## src/rtl/sdr_pkg.sv

```systemverilog
`default_nettype none

package sdr_pkg;

  localparam int unsigned TableDepth = 64;
  localparam int unsigned AddrW      = $clog2(TableDepth);
  localparam int unsigned CountW     = $clog2(TableDepth + 1);
  localparam int unsigned ValueW     = 32;

  typedef logic [AddrW-1:0]  addr_t;
  typedef logic [CountW-1:0] count_t;
  typedef logic [ValueW-1:0] value_t;

  typedef enum logic [1:0] {
    StIdle,
    StScan,
    StFinish
  } state_e;

  // Port of the table memory, driven by the controller.
  typedef struct packed {
    logic   we;
    addr_t  waddr;
    value_t wdata;
    addr_t  raddr;
  } ram_req_t;

  // One result, as it leaves the controller.
  typedef struct packed {
    value_t value;
    logic   unique_res;
    logic   last;
    logic   overflow;
  } res_t;

endpackage

`default_nettype wire

```

## src/rtl/stream_duplicate_remover.sv

```systemverilog
// A result is registered after the controller compares its request against n table entries,
// where n is at most the values held for the set (0 to 64).
// Requests are taken one at a time, only while idle; the single read port
// of the value table, scanned one entry per cycle, sets the pace.
// Reset: the fill count and all handshake state clear; table contents stay
// undefined and need no clearing pass, since only filled entries are read.
`default_nettype none

module stream_duplicate_remover (
  input  wire logic        clk_i,
  input  wire logic        rst_ni,
  input  wire logic        s_axis_tvalid_i,
  output logic             s_axis_tready_o,
  input  wire logic [31:0] s_axis_tdata_i,   // [31:0] value
  input  wire logic        s_axis_tlast_i,   // last
  output logic             m_axis_tvalid_o,
  input  wire logic        m_axis_tready_i,
  output logic [31:0]      m_axis_tdata_o,   // [31:0] value_out
  output logic [1:0]       m_axis_tuser_o,   // [0] unique_res, [1] overflow
  output logic             m_axis_tlast_o    // last_out
);
  import sdr_pkg::*;

  ram_req_t ram_req;
  value_t   ram_rdata;
  logic     res_valid;
  res_t     res;
  logic     out_free;

  res_t     out_q;
  logic     out_valid_q;

  // The output register parts the two sides: the controller may finish the
  // next request as soon as the held result is taken in the same cycle.
  assign out_free = !out_valid_q || m_axis_tready_i;

  // The controller accepts a request, scans the filled table entries in order
  // through the memory's registered read port, then, if the value was not found and the
  // table is not full, writes it at the fill position. The write lands in the finish
  // cycle, whose read data is never used.
  sdr_ctrl u_ctrl (
    .clk_i       (clk_i),
    .rst_ni      (rst_ni),
    .in_valid_i  (s_axis_tvalid_i),
    .in_ready_o  (s_axis_tready_o),
    .in_value_i  (s_axis_tdata_i),
    .in_last_i   (s_axis_tlast_i),
    .ram_req_o   (ram_req),
    .ram_rdata_i (ram_rdata),
    .out_free_i  (out_free),
    .res_valid_o (res_valid),
    .res_o       (res)
  );

  sdr_ram u_ram (
    .clk_i   (clk_i),
    .req_i   (ram_req),
    .rdata_o (ram_rdata)
  );

  always_ff @(posedge clk_i or negedge rst_ni) begin
    if (!rst_ni) begin
      out_valid_q <= 1'b0;
    end else if (out_free) begin
      out_valid_q <= res_valid;
    end
  end

  always_ff @(posedge clk_i) begin
    if (res_valid) begin
      out_q <= res;
    end
  end

  assign m_axis_tvalid_o = out_valid_q;
  assign m_axis_tdata_o  = out_q.value;
  assign m_axis_tuser_o  = {out_q.overflow, out_q.unique_res};
  assign m_axis_tlast_o  = out_q.last;

endmodule

`default_nettype wire

```

## src/rtl/sdr_ram.sv

```systemverilog
`default_nettype none

module sdr_ram (
  input  wire logic              clk_i,
  input  wire sdr_pkg::ram_req_t req_i,
  output logic [sdr_pkg::ValueW-1:0] rdata_o
);
  import sdr_pkg::*;

  value_t mem [TableDepth];
  value_t rdata_q;

  always_ff @(posedge clk_i) begin
    if (req_i.we) begin
      mem[req_i.waddr] <= req_i.wdata;
    end
    rdata_q <= mem[req_i.raddr];
  end

  assign rdata_o = rdata_q;

endmodule

`default_nettype wire

```

## src/rtl/sdr_ctrl.sv

```systemverilog
`default_nettype none

module sdr_ctrl (
  input  wire logic                      clk_i,
  input  wire logic                      rst_ni,
  input  wire logic                      in_valid_i,
  output logic                           in_ready_o,
  input  wire logic [sdr_pkg::ValueW-1:0] in_value_i,
  input  wire logic                      in_last_i,
  output sdr_pkg::ram_req_t              ram_req_o,
  input  wire logic [sdr_pkg::ValueW-1:0] ram_rdata_i,
  input  wire logic                      out_free_i,
  output logic                           res_valid_o,
  output sdr_pkg::res_t                  res_o
);
  import sdr_pkg::*;

  localparam count_t Full = CountW'(TableDepth);

  state_e state_q, state_d;
  count_t count_q, count_d;
  addr_t  cmp_idx_q, cmp_idx_d;
  logic   found_q, found_d;
  value_t value_q;
  logic   last_q;

  logic   hit;
  logic   scan_end;
  logic   accept;
  logic   fire;
  logic   store;

  // Read data in the scan state belongs to entry cmp_idx_q.
  assign hit      = (ram_rdata_i == value_q);
  assign scan_end = ({1'b0, cmp_idx_q} + count_t'(1)) == count_q;
  assign accept   = in_valid_i && in_ready_o;
  assign fire     = res_valid_o;
  assign store    = !found_q && (count_q < Full);

  always_comb begin
    state_d = state_q;
    unique case (state_q)
      StIdle: begin
        if (in_valid_i) begin
          state_d = (count_q == '0) ? StFinish : StScan;
        end
      end
      StScan: begin
        if (hit || scan_end) begin
          state_d = StFinish;
        end
      end
      StFinish: begin
        if (out_free_i) begin
          state_d = StIdle;
        end
      end
      default: state_d = StIdle;
    endcase
  end

  always_comb begin
    in_ready_o      = 1'b0;
    res_valid_o     = 1'b0;
    ram_req_o.raddr = cmp_idx_q + addr_t'(1);
    unique case (state_q)
      StIdle: begin
        in_ready_o      = 1'b1;
        ram_req_o.raddr = '0;
      end
      StScan: begin
      end
      StFinish: begin
        res_valid_o = out_free_i;
      end
      default: begin
      end
    endcase
    ram_req_o.we    = fire && store;
    ram_req_o.waddr = count_q[AddrW-1:0];
    ram_req_o.wdata = value_q;
  end

  always_comb begin
    count_d   = count_q;
    cmp_idx_d = cmp_idx_q;
    found_d   = found_q;
    if (accept) begin
      cmp_idx_d = '0;
      found_d   = 1'b0;
    end
    if (state_q == StScan) begin
      if (hit) begin
        found_d = 1'b1;
      end else begin
        cmp_idx_d = cmp_idx_q + addr_t'(1);
      end
    end
    if (fire) begin
      if (last_q) begin
        count_d = '0;
      end else if (store) begin
        count_d = count_q + count_t'(1);
      end
    end
  end

  always_ff @(posedge clk_i or negedge rst_ni) begin
    if (!rst_ni) begin
      state_q   <= StIdle;
      count_q   <= '0;
      cmp_idx_q <= '0;
      found_q   <= 1'b0;
    end else begin
      state_q   <= state_d;
      count_q   <= count_d;
      cmp_idx_q <= cmp_idx_d;
      found_q   <= found_d;
    end
  end

  always_ff @(posedge clk_i) begin
    if (accept) begin
      value_q <= in_value_i;
      last_q  <= in_last_i;
    end
  end

  assign res_o.value      = value_q;
  assign res_o.unique_res = store;
  assign res_o.last       = last_q;
  assign res_o.overflow   = !found_q && !(count_q < Full);

endmodule

`default_nettype wire
```

## config.mk

```make
export PLATFORM = sky130hd
export DESIGN_NAME = stream_duplicate_remover
export DESIGN_NICKNAME = d
export VERILOG_FILES = /design/src/rtl/sdr_pkg.sv /design/src/rtl/stream_duplicate_remover.sv /design/src/rtl/sdr_ram.sv /design/src/rtl/sdr_ctrl.sv
export SDC_FILE = /design/constraint.sdc
export NUM_CORES = 2
export LEC_CHECK = 0
export ABC_CLOCK_PERIOD_IN_PS = 5900
export BUFFER_PORTS_ARGS = -buffer_cell sky130_fd_sc_hd__buf_2
export CORE_MARGIN = 2
export CORE_UTILIZATION = 48
export CTS_BUF_LIST = sky130_fd_sc_hd__clkbuf_4 sky130_fd_sc_hd__clkbuf_8
export DETAILED_ROUTE_END_ITERATION = 8
export GPL_TIMING_DRIVEN = 1
export SYNTH_ARGS = -nofsm -noshare
export SYNTH_HDL_FRONTEND = slang
export SYNTH_HIERARCHICAL = 1
export SYNTH_SLANG_ARGS = --single-unit
```

## constraint.sdc

```tcl
create_clock -name clk_i -period 5.9 [get_ports clk_i]
set_clock_uncertainty 0.15 [all_clocks]
set_input_delay 1.77 -clock clk_i [delete_from_list [all_inputs] [get_ports clk_i]]
set_output_delay 1.77 -clock clk_i [all_outputs]
set_load 0.005 [all_outputs]
```

* Word-level counts from Yosys, hierarchy flattened *
Memory sizes are Yosys's and may differ from the RTL's. A register that Yosys moved wholly into a read port is not among the register bits.
Index checks and enable logic that the tools add are counted.

word-level totals
  word-level logic and storage cells = 55
  register bits = 85
  output and inout bits = 37
  input bits = 37
  memories kept = 1
  memory bits (writable) = 2048

memories
  memory     words  bits a word  read ports  clocked after Yosys merged registers in  write ports  line           source
  u_ram.mem  64     32           1           1                                        1            sdr_ram.sv:10  value_t mem [TableDepth];

operators by class
  muxes and demuxes = 18
  add/subtract/negate cells = 3
  equal/unequal tests = 7
  reduce and logical (&&, ||, !) cells = 14
  order comparisons = 1

operator list
  kind                                                 count
  equality test 32 bit                                 1
  two-way mux 6 bit                                    4
  two-way mux 7 bit                                    2
  two-way mux 2 bit                                    4
  adder 6 x 1 -> 7 bit, second input constant          1
  adder 7 x 1 -> 7 bit, second input constant          1
  equality test 7 bit                                  1
  logical NOT 7 bit                                    1
  less-than comparator 7 bit, second input constant    1
  two-way mux 1 bit                                    7
  adder 6 x 1 -> 6 bit, second input constant          1
  case mux 2 bit (3 select lines)                      1
  logical AND 1 bit                                    4
  != test 2 x 1 -> 1 bit, second input constant        2
  logical NOT 1 bit                                    3
  AND reduction 3 bit                                  1
  equality test 2 x 1 -> 1 bit, second input constant  1
  equality test 2 bit, second input constant           1
  logical NOT 2 bit                                    1
  logical OR 1 bit                                     2
  != test 2 bit, second input constant                 1
  AND reduction 2 bit                                  1
  nonzero test 2 bit                                   1

* Logic depth before layout (Yosys ltp) *
  depth in word-level cells = 6
  depth in mapped cells = 12
  depth with buffers taken out = 9

* Modules after synthesis *
The synthesis kept the hierarchy.

by module, submodules not included
  module                    instances  cells each  seq. area each (µm²)  area each (µm²)
  sdr_ram                   1          3324        62139.6               78515.3
  sdr_ctrl                  1          227         1391.3                2663.8
  stream_duplicate_remover  1          38          1076.0                1098.6

* Worst setup path after synthesis *
Ideal clock, no wire load.

  path kind = input to register
  from = input m_axis_tready_i
  to = memory u_ram/mem[48][0] in the netlist's numbering, enable pin
  setup slack = -138 ps
  required time = 5289 ps
  buffers on the path = 1
  stages on the path = 7
  arrival = 5427 ps
  setup time = 461 ps
  path through = nand2b_4 and3b_1 buf_2 and2_1 nor2b_1 nand4b_1 nor3_1

RTL lines
  what         line                            source
  from (decl)  stream_duplicate_remover.sv:17  input wire logic m_axis_tready_i,
  to (decl)    sdr_ram.sv:10

==> results.yml <==
run_status:
  outcome: "completed"
sta:
  setup_repair_after_global_routing_missed_its_margin: "false"
  maxSlewHeadroom_pct: 23.20
  timing.fmax_ghz: 0.2265
  period_minus_slack_ns: 4.415
  report.final.setup_viol: 0
  fin_worst_hold_slack_ns: 0.3631
  timing_max_transition_violations_final: 0
  worst_pin_slew_ns: 1.142
  final.period_utilization_pct: 74.84
  post-route-worst-setup-slack_ns: 1.485
  setup_total_negative_slack_ns: 0
  timing_hold_violations_final: 0
clock_network:
  number_of_buffers_inserted_to_repair_setup_after_cts: 0
  cts-buffers-inserted: 347
  cts_hold_buf: 0
  cts.repair.resized: 0
  cts.sinks: 2165
  clk_path_buf_depth: 4
  clock_tree_from_tritoncts: "built"
  clock_latency_ns: 1.04
  cts-htree-levels: 5
  cts.clk_slew.worst_paths_ns: 0.06
  root_buffer_selected_by_cts: "clkbuf_8"
floorplanning:
  top_level_ports: 74
  die_h_microns: 418.0
  design.die.area_sq_um: 174700
  initial_util_pct: 48.44
  die_width_microns: 418.0
  floorplan.rows: 151
  core-area_sq_um: 169800
drt:
  route.detailed.drc: 0
  detail-route-antenna-nets: 0
  total_wire_length_after_detailed_routing_mm: 206.3
  final_routed_wire_length_divided_by_cell_count_microns: 32.06
  drtIter0Drc: 4386
  drt-pass1-iter-count: 5
  vias_per_cell: 6.083
  vias: 39140
placed_design:
  routabilityCongestion: 0.8683
  dpl_worst_slack_ns: 1.006
  placedCellCount: 5838
  dpl_cell_area_sq_um: 86330
  port-buffer-count: 73
  dpl.hpwl_mm: 120.1
global_route:
  grt_pass1_wl_mm: 292.4
  grt_start_max_net_pins: 97
  globalRouteOverflowTotal: 0
  globalRouteTotalUtil_pct: 23.82
  first_global_vias: 39250
  grt_antenna_before_repair: 12
critical_path:
  startpoint: "u_ctrl/cmp_idx_q[0]"
  critical_setup_path_class: "register to register"
  worstSetupEndpointType: "register"
  required_time_of_the_worst_setup_path_ns: 6.63
  critical_path.startpoint_type: "register"
  cp_max_fo: 59
  cp_data_arrival_time_ns: 5.15
  worstReg2RegStart: "u_ctrl/cmp_idx_q[0]"
cells_and_area:
  syn_to_final_growth_pct: 12.72
  fin_nets: 4009
  stdcell_count: 6435
  finish.instance_area_sq_um: 92740
  final_cell_mix: "edfxtp_1 (2116), mux4_2 (544), clkbuf_8 (356)"
  fin_util_pct: 54.60
  layout_cell_share_with_drive_strength_beyond_1_pct: 33.08
  layout_commonest_cell: "edfxtp_1"
synthesis:
  synth_largest_type_area_fraction_pct: 77.23
  synth.area.top_cells: "edfxtp_1 (77%), mux4_2 (15%), mux2i_1 (1.2%)"
  synth_top_area_cell: "edfxtp_1"
  synth-warning-count: 6
  syn_avg_cell_area_sq_um: 22.92
  mappedNetlistArea_sq_um: 82280
  number_of_synthesized_flops_with_an_enable_pin: 2116
  postSynthRegisterBits: 2165
  post_synth_inst_count: 3589
  flip_flop_cell_with_the_highest_count_after_synthesis: "edfxtp_1"
  ys_seq_area_share_pct: 78.52
  synth_cell_types: 58
  async_flop_share_pct: 0.7852
  postSynthNetCount: 3629
hold_path:
  worst_hold_check_path_type: "register to register"
  min-delay-start: "u_ctrl/value_q[0]"
flow_run:
  max_cap_viol_count: 0
pwr:
  power.density_nw_per_um2: 458.0
  irDropWorstVdd_v: 0.0004378
  cellLeakagePower_nw: 28.63
  totalPowerFinal_mw: 42.48
## worst max-delay path: stages, from the launching register on
cell and delay [ns]:
dfrtp_1 0.47, ha_1 0.35, inv_1 0.08, nor2_4 0.75, buf_12 0.44, buf_4 0.36, mux4_2 0.37, mux4_2 0.56
o22ai_1 0.59, nor2_1 0.10
## cell families (layout without fill, tap and decap cells)
logic type | count (synthesis) | count (layout) | synth area share (%)
adder cells (fa/ha/maj) | 3 | 3 | 0.04563
multiplexers | 644 | 644 | 16.11
XOR/XNOR | 47 | 47 | 0.5186
buffers and inverters | 231 | 850 | 1.484
AO/OA/AOI/OAI | 216 | 216 | 1.717
other | 0 | 9 | 0
AND/OR/NAND/NOR | 283 | 283 | 1.603
flip-flops | 2165 | 2165 | 78.52
## sequential cells by signal, indices dropped and copies added, names as in the netlist
| name | cells |
|---|---|
| m_axis_tlast_o | 1 |
| u_ram/rdata_o | 32 |
| u_ctrl/state_q | 2 |
| u_ctrl/value_q | 32 |
| u_ctrl/found_q | 1 |
| m_axis_tdata_o | 32 |
| u_ctrl/cmp_idx_q | 6 |
| u_ram/mem | 2048 |
| u_ctrl/last_q | 1 |
| u_ctrl/count_q | 7 |
| m_axis_tuser_o | 2 |
| m_axis_tvalid_o | 1 |
## worst paths after layout
check	endpoint	slack (ns)	depth (start not counted)
worst max register to register	u_ram/rdata_o[31]	1.48	9
worst min register to register	m_axis_tdata_o[0]	0.36	0
worst max-delay path	u_ram/rdata_o[31]	1.48	9
max in group asynchronous	u_ctrl/cmp_idx_q[0]	4.78	1
min in group asynchronous	u_ctrl/count_q[6]	0.54	1
worst min-delay path	m_axis_tdata_o[0]	0.36	0
## Yosys cell counts (2+ instances only)
master,instances
xor2_1,6
buf_4,65
nand3b_1,5
nand2b_1,9
and3_1,4
nand3_1,6
buf_6,5
nor2_1,153
o21ai_0,3
mux4_2,544
edfxtp_1,2116
or3_1,3
nor4_1,3
a21oi_1,63
a22oi_1,13
nor2b_1,18
a41o_1,4
mux2i_1,99
xnor2_1,40
nand3_2,2
a311oi_1,8
buf_2,58
a31oi_1,2
nor3_1,8
nand2_1,40
o32ai_1,4
or3b_1,2
buf_1,21
dfxtp_1,32
or3b_2,3
nand4_1,13
dfrtp_1,17
ha_1,3
o221ai_1,27
clkbuf_1,75
o22ai_1,84
inv_1,7
and2_1,4
## cell type report
class / instances / area, sq um
Fill cell: 12820 / 77110
Sequential cell: 2165 / 64610
Multi-Input combinational cell: 1193 / 16990
Clock buffer: 459 / 5673
Tap cell: 2218 / 2775
Timing Repair Buffer: 255 / 1932
Clock inverter: 129 / 713.2
Inverter: 7 / 26.28
Antenna cell: 9 / 22.52
## power by group
group          switching, mW  internal [mW]  leakage, nW  total [mW]
sequential             0.222           18.0         19.5        18.2
clock                   5.64           6.48         3.39        12.1
combinational           7.02           5.12         5.70        12.1
total                   12.9           29.6         28.6        42.5
## per-layer routing
| metal | vias to the layer above | GRT usage (%) | wire [microns] |
|---|---|---|---|
| li1 | 15970 | - | - |
| met1 | 21230 | 33.84 | 85350 |
| met2 | 1627 | 37.34 | 99520 |
| met3 | 313 | 5.327 | 16060 |
| met4 | 2 | 7.006 | 5257 |
| met5 | - | 0 | 96 |
No activity file was read; power rests on OpenSTA's default activity.
